**src/rtl/scba_pkg.sv**
```systemverilog
package scba_pkg;

	localparam int NumClasses   = 4;
	localparam int MaxSlots     = 256;
	localparam int HeapBytes    = 4096;
	localparam int HeaderBytes  = 12;
	localparam int BytesPerCls  = MaxSlots / 8;
	localparam int MemDepth     = NumClasses * BytesPerCls;
	localparam int MemAw        = $clog2(MemDepth);
	localparam int ByteAw       = $clog2(BytesPerCls);

	localparam logic [2:0] StOk         = 3'd0;
	localparam logic [2:0] StBadSize    = 3'd1;
	localparam logic [2:0] StNoSlot     = 3'd2;
	localparam logic [2:0] StBadPtr     = 3'd3;
	localparam logic [2:0] StUnaligned  = 3'd4;
	localparam logic [2:0] StDoubleFree = 3'd5;

	localparam logic OpAlloc = 1'b0;
	localparam logic OpFree  = 1'b1;

	localparam logic [2:0] RegBlock0 = 3'd0;
	localparam logic [2:0] RegSlots0 = 3'd4;

	typedef struct packed {
		logic        operation;
		logic [11:0] request_bytes;
		logic [11:0] release_offset;
	} req_t;

	typedef struct packed {
		logic [2:0]  status;
		logic [11:0] granted_offset;
		logic [1:0]  granted_class;
	} rsp_t;

	typedef enum logic [3:0] {
		S_IDLE,
		S_LAYOUT,
		S_ACLASS,
		S_AREAD,
		S_ACHECK,
		S_FFIND,
		S_FDIV,
		S_FREAD,
		S_FCHECK,
		S_DONE
	} state_t;

endpackage

```
**src/rtl/scba_div.sv**
```systemverilog
// Restoring divider: 12-bit dividend by 12-bit divisor, one quotient bit a cycle
module scba_div (
	input  logic        clk,
	input  logic        arst_n,
	input  logic        go,
	input  logic [11:0] dividend,
	input  logic [11:0] divisor,
	output logic        done,
	output logic [11:0] quotient,
	output logic [11:0] remainder
);
	import scba_pkg::*;

	logic [11:0] quo_q;
	logic [12:0] rem_q;
	logic [11:0] dsr_q;
	logic [3:0]  cnt_q;
	logic        run_q;
	logic [12:0] trial;
	logic [12:0] shifted;

	assign shifted = {rem_q[11:0], quo_q[11]};
	assign trial   = shifted - {1'b0, dsr_q};

	always_ff @(posedge clk or negedge arst_n) begin
		if (!arst_n) begin
			run_q <= 1'b0;
			cnt_q <= '0;
		end else if (go) begin
			run_q <= 1'b1;
			cnt_q <= 4'd12;
		end else if (run_q) begin
			cnt_q <= cnt_q - 4'd1;
			if (cnt_q == 4'd1) run_q <= 1'b0;
		end
	end

	always_ff @(posedge clk) begin
		if (go) begin
			quo_q <= dividend;
			rem_q <= '0;
			dsr_q <= divisor;
		end else if (run_q) begin
			if (!trial[12]) begin
				rem_q <= trial;
				quo_q <= {quo_q[10:0], 1'b1};
			end else begin
				rem_q <= shifted;
				quo_q <= {quo_q[10:0], 1'b0};
			end
		end
	end

	assign done      = !run_q && cnt_q == 4'd0 && !go;
	assign quotient  = quo_q;
	assign remainder = rem_q[11:0];
endmodule

```
**src/rtl/size_class_bitmap_pool_allocator.sv**
```systemverilog
// Pool allocator with four size classes, each tracked by a used-slot bitmap held in a
// 128 x 8 synchronous RAM. One request at a time: busy is high from acceptance until the
// result strobe, and drops the cycle after it. Each request starts with a layout pass over
// the classes; an allocate then tries the classes in turn and reads bitmap bytes of each
// class that fits, and a free looks up the class, runs the serial divider, then reads and
// updates the bitmap before the result. An unaligned free skips the bitmap step, and a
// free whose offset hits no class skips the divider too. After reset a clearing pass
// sweeps the RAM, during which busy is high. The result is shown on rsp for one cycle with
// done high and cannot be held off.
module size_class_bitmap_pool_allocator (
	input  logic                  clk,
	input  logic                  arst_n,
	input  logic                  start,
	output logic                  busy,
	input  scba_pkg::req_t        req,
	output logic                  done,
	output scba_pkg::rsp_t        rsp,
	input  logic                  psel,
	input  logic                  penable,
	input  logic                  pwrite,
	input  logic [4:0]            paddr,
	input  logic [31:0]           pwdata,
	output logic [31:0]           prdata,
	output logic                  pready
);
	import scba_pkg::*;

	// configuration registers
	logic [11:0] blk_q [NumClasses];
	logic [8:0]  cnt_q [NumClasses];
	logic [2:0]  ridx;
	assign ridx   = paddr[4:2];
	assign pready = 1'b1;

	always_ff @(posedge clk or negedge arst_n) begin
		if (!arst_n) begin
			for (int c = 0; c < NumClasses; c++) begin
				blk_q[c] <= 12'(16 << c);
				cnt_q[c] <= '0;
			end
		end else if (psel && penable && pwrite) begin
			if (ridx < RegSlots0) blk_q[ridx[1:0]] <= pwdata[11:0];
			else cnt_q[ridx[1:0]] <= pwdata[8:0];
		end
	end

	always_comb begin
		if (ridx < RegSlots0) prdata = {20'd0, blk_q[ridx[1:0]]};
		else prdata = {23'd0, cnt_q[ridx[1:0]]};
	end

	// bitmap RAM
	logic [7:0]       mem [MemDepth];
	logic [MemAw-1:0] raddr, waddr;
	logic             we;
	logic [7:0]       wdata, rdata_q;
	always_ff @(posedge clk) begin
		if (we) mem[waddr] <= wdata;
		rdata_q <= mem[raddr];
	end

	// layout registers; wide enough for a layout that runs far past the heap
	logic [8:0]  nsl_q   [NumClasses];
	logic [23:0] dstart_q[NumClasses];
	logic [23:0] dend_q  [NumClasses];
	logic [23:0] pos_q;

	state_t      st_q, st_d;
	logic        clr_q;
	logic [MemAw-1:0] clra_q;
	req_t        rq_q;
	logic [1:0]  cls_q;
	logic [8:0]  slot_q;       // byte-aligned scan slot
	logic [2:0]  bit_q;
	logic [2:0]  stat_q;
	logic [11:0] goff_q;
	logic [1:0]  gcls_q;
	logic [23:0] sbase_q;      // dstart + slot*blk during scan
	logic        div_go;
	logic        div_done;
	logic [11:0] quo, rem;

	// layout step for class cls_q
	logic [8:0]  nc;
	logic [20:0] span;
	always_comb begin
		nc = (cnt_q[cls_q] > 9'(MaxSlots)) ? 9'(MaxSlots) : cnt_q[cls_q];
		if (blk_q[cls_q] == 12'd0) nc = '0;
		span = 21'(nc) * 21'(blk_q[cls_q]);
	end

	// lowest free bit in the fetched byte, limited to existing slots
	logic [7:0]  freev;
	logic [2:0]  fbit;
	logic        fany;
	logic [23:0] send;
	logic        sexist;
	always_comb begin
		for (int b = 0; b < 8; b++)
			freev[b] = !rdata_q[b] && (slot_q + 9'(b) < nsl_q[cls_q]);
		fbit = '0;
		fany = 1'b0;
		for (int b = 7; b >= 0; b--)
			if (freev[b]) begin
				fbit = 3'(b);
				fany = 1'b1;
			end
	end

	// free class lookup
	logic [1:0] hit;
	logic       hitv;
	always_comb begin
		hit  = '0;
		hitv = 1'b0;
		for (int c = NumClasses - 1; c >= 0; c--)
			if (nsl_q[c] != 0 && 24'(rq_q.release_offset) >= dstart_q[c]
				&& 24'(rq_q.release_offset) < dend_q[c]) begin
				hit  = 2'(c);
				hitv = 1'b1;
			end
	end

	logic [11:0] rel;
	assign rel = rq_q.release_offset - dstart_q[hit][11:0];

	scba_div u_div (
		.clk(clk), .arst_n(arst_n), .go(div_go), .dividend(rel),
		.divisor(blk_q[hit]), .done(div_done), .quotient(quo), .remainder(rem)
	);

	// address of the grant candidate and existence of the freed slot
	logic [23:0] gaddr;
	logic [24:0] fend;
	assign gaddr = sbase_q + 24'(15'(fbit) * 15'(blk_q[cls_q]));
	assign send  = gaddr + 24'(blk_q[cls_q]);
	assign fend  = 25'(dstart_q[hit]) + (25'(quo) + 25'd1) * 25'(blk_q[hit]);
	assign sexist = fend <= 25'(HeapBytes) && quo < 12'(nsl_q[hit]);

	// next state
	always_comb begin
		st_d = st_q;
		case (st_q)
			S_IDLE:   if (start && !clr_q) st_d = S_LAYOUT;
			S_LAYOUT: if (cls_q == 2'(NumClasses - 1))
				st_d = (rq_q.operation == OpAlloc) ? S_ACLASS : S_FFIND;
			S_ACLASS: begin
				if (rq_q.request_bytes == 0) st_d = S_DONE;
				else if (nsl_q[cls_q] != 0 && blk_q[cls_q] >= rq_q.request_bytes)
					st_d = S_AREAD;
				else if (cls_q == 2'(NumClasses - 1)) st_d = S_DONE;
			end
			S_AREAD:  st_d = S_ACHECK;
			S_ACHECK: begin
				if ((fany && send <= 24'(HeapBytes)) || cls_q == 2'(NumClasses - 1))
					st_d = (fany && send <= 24'(HeapBytes)) ? S_DONE :
						((slot_q + 9'd8 < nsl_q[cls_q] && !fany) ? S_AREAD : S_DONE);
				else if (!fany && slot_q + 9'd8 < nsl_q[cls_q]) st_d = S_AREAD;
				else st_d = S_ACLASS;
			end
			S_FFIND:  st_d = hitv ? S_FDIV : S_DONE;
			S_FDIV:   if (div_done && !div_go)
				st_d = (rem != 0 || !sexist) ? S_DONE : S_FREAD;
			S_FREAD:  st_d = S_FCHECK;
			S_FCHECK: st_d = S_DONE;
			S_DONE:   st_d = S_IDLE;
			default:  st_d = S_IDLE;
		endcase
	end

	// RAM and divider control
	always_comb begin
		we     = 1'b0;
		waddr  = {cls_q, slot_q[ByteAw+2:3]};
		wdata  = rdata_q;
		raddr  = {cls_q, slot_q[ByteAw+2:3]};
		div_go = st_q == S_FFIND && hitv;
		if (clr_q) begin
			we    = 1'b1;
			waddr = clra_q;
			wdata = '0;
		end else if (st_q == S_ACHECK && fany && send <= 24'(HeapBytes)) begin
			we = 1'b1;
			wdata = rdata_q | (8'd1 << fbit);
		end else if (st_q == S_FCHECK && rdata_q[bit_q]) begin
			we = 1'b1;
			wdata = rdata_q & ~(8'd1 << bit_q);
		end
	end

	always_ff @(posedge clk or negedge arst_n) begin
		if (!arst_n) begin
			st_q   <= S_IDLE;
			clr_q  <= 1'b1;
			clra_q <= '0;
		end else begin
			st_q <= st_d;
			if (clr_q) begin
				clra_q <= clra_q + 1'b1;
				if (clra_q == MemAw'(MemDepth - 1)) clr_q <= 1'b0;
			end
		end
	end

	// datapath
	always_ff @(posedge clk) begin
		case (st_q)
			S_IDLE: begin
				rq_q   <= req;
				cls_q  <= '0;
				pos_q  <= 24'(NumClasses * HeaderBytes);
				stat_q <= StBadSize;
				goff_q <= '0;
				gcls_q <= '0;
			end
			S_LAYOUT: begin
				nsl_q[cls_q]    <= nc;
				dstart_q[cls_q] <= pos_q + 24'((nc + 9'd7) >> 3);
				dend_q[cls_q]   <= pos_q + 24'((nc + 9'd7) >> 3) + 24'(span);
				pos_q           <= pos_q + 24'((nc + 9'd7) >> 3) + 24'(span);
				cls_q           <= cls_q + 2'd1;
				slot_q          <= '0;
				sbase_q         <= 24'(NumClasses * HeaderBytes) + 24'((nc + 9'd7) >> 3);
				if (rq_q.operation == OpFree) stat_q <= StBadPtr;
			end
			S_ACLASS: begin
				slot_q  <= '0;
				sbase_q <= dstart_q[cls_q];
				if (rq_q.request_bytes != 0 && nsl_q[cls_q] != 0
					&& blk_q[cls_q] >= rq_q.request_bytes) begin
					stat_q <= StNoSlot;
				end else cls_q <= cls_q + 2'd1;
			end
			S_ACHECK: begin
				if (fany && send <= 24'(HeapBytes)) begin
					stat_q <= StOk;
					goff_q <= gaddr[11:0];
					gcls_q <= cls_q;
				end else if (!fany && slot_q + 9'd8 < nsl_q[cls_q]) begin
					slot_q  <= slot_q + 9'd8;
					sbase_q <= sbase_q + (24'(blk_q[cls_q]) << 3);
				end else cls_q <= cls_q + 2'd1;
			end
			S_FDIV: if (div_done) begin
				cls_q  <= hit;
				slot_q <= {quo[8:3], 3'd0};
				bit_q  <= quo[2:0];
				if (rem != 0) begin
					stat_q <= StUnaligned;
					gcls_q <= hit;
				end else if (sexist) gcls_q <= hit;
			end
			S_FCHECK: stat_q <= rdata_q[bit_q] ? StOk : StDoubleFree;
			default: ;
		endcase
	end

	// outputs
	always_comb begin
		busy = st_q != S_IDLE || clr_q;
		done = st_q == S_DONE;
		rsp.status         = stat_q;
		rsp.granted_offset = goff_q;
		rsp.granted_class  = gcls_q;
	end
endmodule

```
**config.mk**
```make
export PLATFORM = sky130hd
export DESIGN_NAME = size_class_bitmap_pool_allocator
export DESIGN_NICKNAME = d
export VERILOG_FILES = /design/src/rtl/scba_pkg.sv /design/src/rtl/scba_div.sv /design/src/rtl/size_class_bitmap_pool_allocator.sv
export SDC_FILE = /design/constraint.sdc
export NUM_CORES = 2
export LEC_CHECK = 0
export BUFFER_PORTS_ARGS = -buffer_cell sky130_fd_sc_hd__buf_2
export CAP_MARGIN = 20
export CORE_ASPECT_RATIO = 1.25
export CORE_MARGIN = 3
export CORE_UTILIZATION = 60
export CTS_BUF_LIST = sky130_fd_sc_hd__clkbuf_4 sky130_fd_sc_hd__clkbuf_8
export DETAILED_ROUTE_END_ITERATION = 10
export GPL_ROUTABILITY_DRIVEN = 0
export PLACE_DENSITY_LB_ADDON = 0.15
export RECOVER_POWER = 100
export SLEW_MARGIN = 30
export SYNTH_ARGS = -nofsm -noshare
export SYNTH_HDL_FRONTEND = slang
export SYNTH_SLANG_ARGS = --single-unit
```
**constraint.sdc**
```tcl
create_clock -name clk -period 35.7 [get_ports clk]
set_input_delay 7.14 -clock clk [delete_from_list [all_inputs] [get_ports clk]]
set_output_delay 7.14 -clock clk [all_outputs]
set_load 0.01 [all_outputs]
```
==> reports/metrics.cfg <==
[finish]
final_cell_area_um2 = 85500
instances_no_fill = 7512
drive_gt1_share_pct = 17.3
area_delta_synth_final_pct = 8.70
fin_nets = 6266

[setup_path]
setup.worst_path.class = reg -> reg
slowest_stage = clkbuf_1
cp_max_fo = 96
start_kind = flip-flop
slowest_delay_ns = 3.41
required_ns = 35.77
critPathCaptureType = flip-flop
worstPathArrival_ns = 20.63

[floorplanning]
io_pins = 120
initial_core_util_pct = 60.8
fp.dieH_um = 411
num_rows = 147
core_area_um2 = 129000
die_w_um = 330
die-area_um2 = 136000

[clock_tree]
cts_setup_buffers = 0
clk_path_buf_depth = 3
cts.htree.levels = 4
cts-resized-gates = 0
cts_tree = yes
clock_sinks = 1500
clkSlewWorstSetupHoldPaths_ns = 0.07
cts_hold_buffers = 0
cts_buffers = 222
root_buffer = clkbuf_8
clkLatencyLatePin_ns = 0.96

[power]
power.static_leakage_nw = 31.6
switchingPower_w = 0.00371
pwr-share-comb_pct = 52.1
switching_share_pct = 42.0
ir_drop_mv = 0.116
powerDensity_nw_per_um2 = 103
p_int_w = 0.00512
p_clk_share_pct = 16.2
seq_power_share_pct = 31.7

[synthesis]
synth.distinct_cells = 96
yosys-top-cells-area = edfxtp_1 (53%), mux4_2 (12%), fa_1 (6.3%), ha_1 (5.2%), dfrtp_1 (3.1%)
ys.flop_type = edfxtp_1
async_flop_share_pct = 6.73
ys_seq_area_share_pct = 56.3
synth_top_area_cell = edfxtp_1
synthCells = 5364
avgSynthCellArea_um2 = 14.7
synth_seq_cells = 1500
synth_commonest_cells = edfxtp_1 (1377), inv_1 (498), nand2_1 (411)
synth_warnings = 0
synth_edf_count = 1377
synth_area_um2 = 78700
yosys.area.top_type_share_pct = 52.6
synth_most_common_cell = edfxtp_1

[global_routing]
antenna_found_initial = 4
grt_pass1_vias = 48400
grt_start_max_net_pins = 124
grt_pass1_wl_um = 300000
grt_usage_pct = 30.1
grt_remaining_overflow = 0

[sta]
relSlewSlack_pct = -215
final-setup-viol-count = 0
hold_violations = 0
maxSlewViolCount = 1779
period_needed_ns = 20.56
final.setup.tns_ns = 0
rsz0062_at_grt = no
tightest_slew_ns = 4.72
max_freq_mhz = 48.6
hold_ws_ns = 0.519
finalCritPeriodShare_pct = 57.6
skew_ns = 0.0540

[placed_design]
hpwl_um = 137000
place_area_um2 = 81900
io_buffers = 76
dp_cells = 7112

[route]
via_per_inst = 6.30
num_vias = 47300
route.detailed.drc = 0
finalWirelength_um = 200000
postRouteAntennaNets = 0
drt_iter0_markers = 4612
drt_pass1_iterations = 8
wl_per_cell_um = 26.6

[run]
max-cap-violations = 32

[status]
status = complete, but fails checks
violations = max-capacitance violations, max-slew violations

[min_path]
min_path_type = reg -> reg

[flip-flops by register name, indices dropped and copies added (netlist names), 6 cells and up, named ones only]
name,count
dstart_q,96
u_div.quotient,12
u_div.rem_q,12
blk_q,48
cnt_q,36
slot_q,6
u_div.dsr_q,12
goff_q,12
pos_q,24
nsl_q,36
dend_q,96
clra_q,7
rq_q,25
sbase_q,24
rdata_q,8
mem,1024
[routing by layer]
layer	routed length [um]	share of wire [%]	global-route usage (%)	up-vias
met5	0	0	0	-
met4	12200	6.1	16.3	0
met3	14000	7.0	4.84	491
met2	100000	50	50.0	1961
met1	73100	37	38.3	24200
li1	-	-	-	20700
[worst max-delay path: cells and delay by family (launching register included)]
kind,cells,cell delay (ns)
AND/OR/NAND/NOR,11,3.14
adder cells (fa/ha/maj),5,2.33
AO/OA/AOI/OAI,13,6.01
buffers and inverters,4,7.27
flip-flops,1,0.35
XOR/XNOR,1,0.47
[area by class of cell]
type	instances	area (um2)
sequential	1500	44300
fill	9327	43800
multi-input combinational	3127	31400
clock buffer	289	3570
tap	1713	2140
inverter	503	1890
timing repair buffer	271	1240
clock inverter	106	970
antenna	3	7.51
[layout by cell type, fill, tap and decap left out, types with 55 or more instances in the layout]
cell	count
a21oi_1	133
and2_1	69
clkbuf_1	192
clkbuf_4	65
clkbuf_8	224
dfrtp_1	96
edfxtp_1	1377
fa_1	249
ha_1	324
inv_1	498
mux2_2	116
mux4_2	409
nand2_1	404
nand3_1	58
nor2_1	187
nor3_1	169
nor4_1	55
o21ai_0	155
xnor2_1	92
[logic make-up (layout without fill, tap and decap cells)]
family                     after synthesis  in the layout  share of synthesized area, %
AOI/OAI and AO/OA                      619            619                          5.22
xor gates and xnor gates               133            133                          1.48
adders and majority gates              573            573                          11.5
buffers and inverters                  757           1169                          3.88
DFF                                   1500           1500                          56.3
muxes                                  585            585                          14.1
other                                    2             25                       0.00955
and+or+nand+nor                       1195           1195                          7.43
[final timing paths]
path                                                  start  depth (start not counted)                          end  slack [ns]
worst max-delay path                slot_q[3]$_SDFFCE_PN0P_                         34         mem[66][3]$_DFFE_PP_       15.14
worst min-delay path            u_div.rem_q[1]$_SDFFE_PP0P_                          2  u_div.rem_q[1]$_SDFFE_PP0P_        0.52
worst max register to register      slot_q[3]$_SDFFCE_PN0P_                         34         mem[66][3]$_DFFE_PP_       15.14
worst min register to register  u_div.rem_q[1]$_SDFFE_PP0P_                          2  u_div.rem_q[1]$_SDFFE_PP0P_        0.52
max in group asynchronous                            arst_n                          2         cnt_q[8]$_DFFE_PN0P_       24.26
min in group asynchronous                            arst_n                          1          st_q[0]$_DFFE_PN0P_        6.52
[metrics by stage]
step	utilization (%)	worst slack, ns	power (W)
after floorplan	-	18.32	0.00597
after global placement	63.2	19.64	0.00730
after detailed placement	63.3	19.64	0.00739
after CTS	66.8	19.64	0.00884
after global routing	66.1	13.80	0.00942
final	66.1	15.14	0.00883
[power by group through the flow]
stage	clock, W	combinational (W)	sequential (W)
after floorplan	0	0.00322	0.00276
after global placement	0	0.00452	0.00277
after detailed placement	0	0.00461	0.00278
after CTS	0.00145	0.00464	0.00275
after global routing	0.00153	0.00507	0.00282
final	0.00143	0.00460	0.00279
Note: power is estimated with default switching activity, not from simulation.
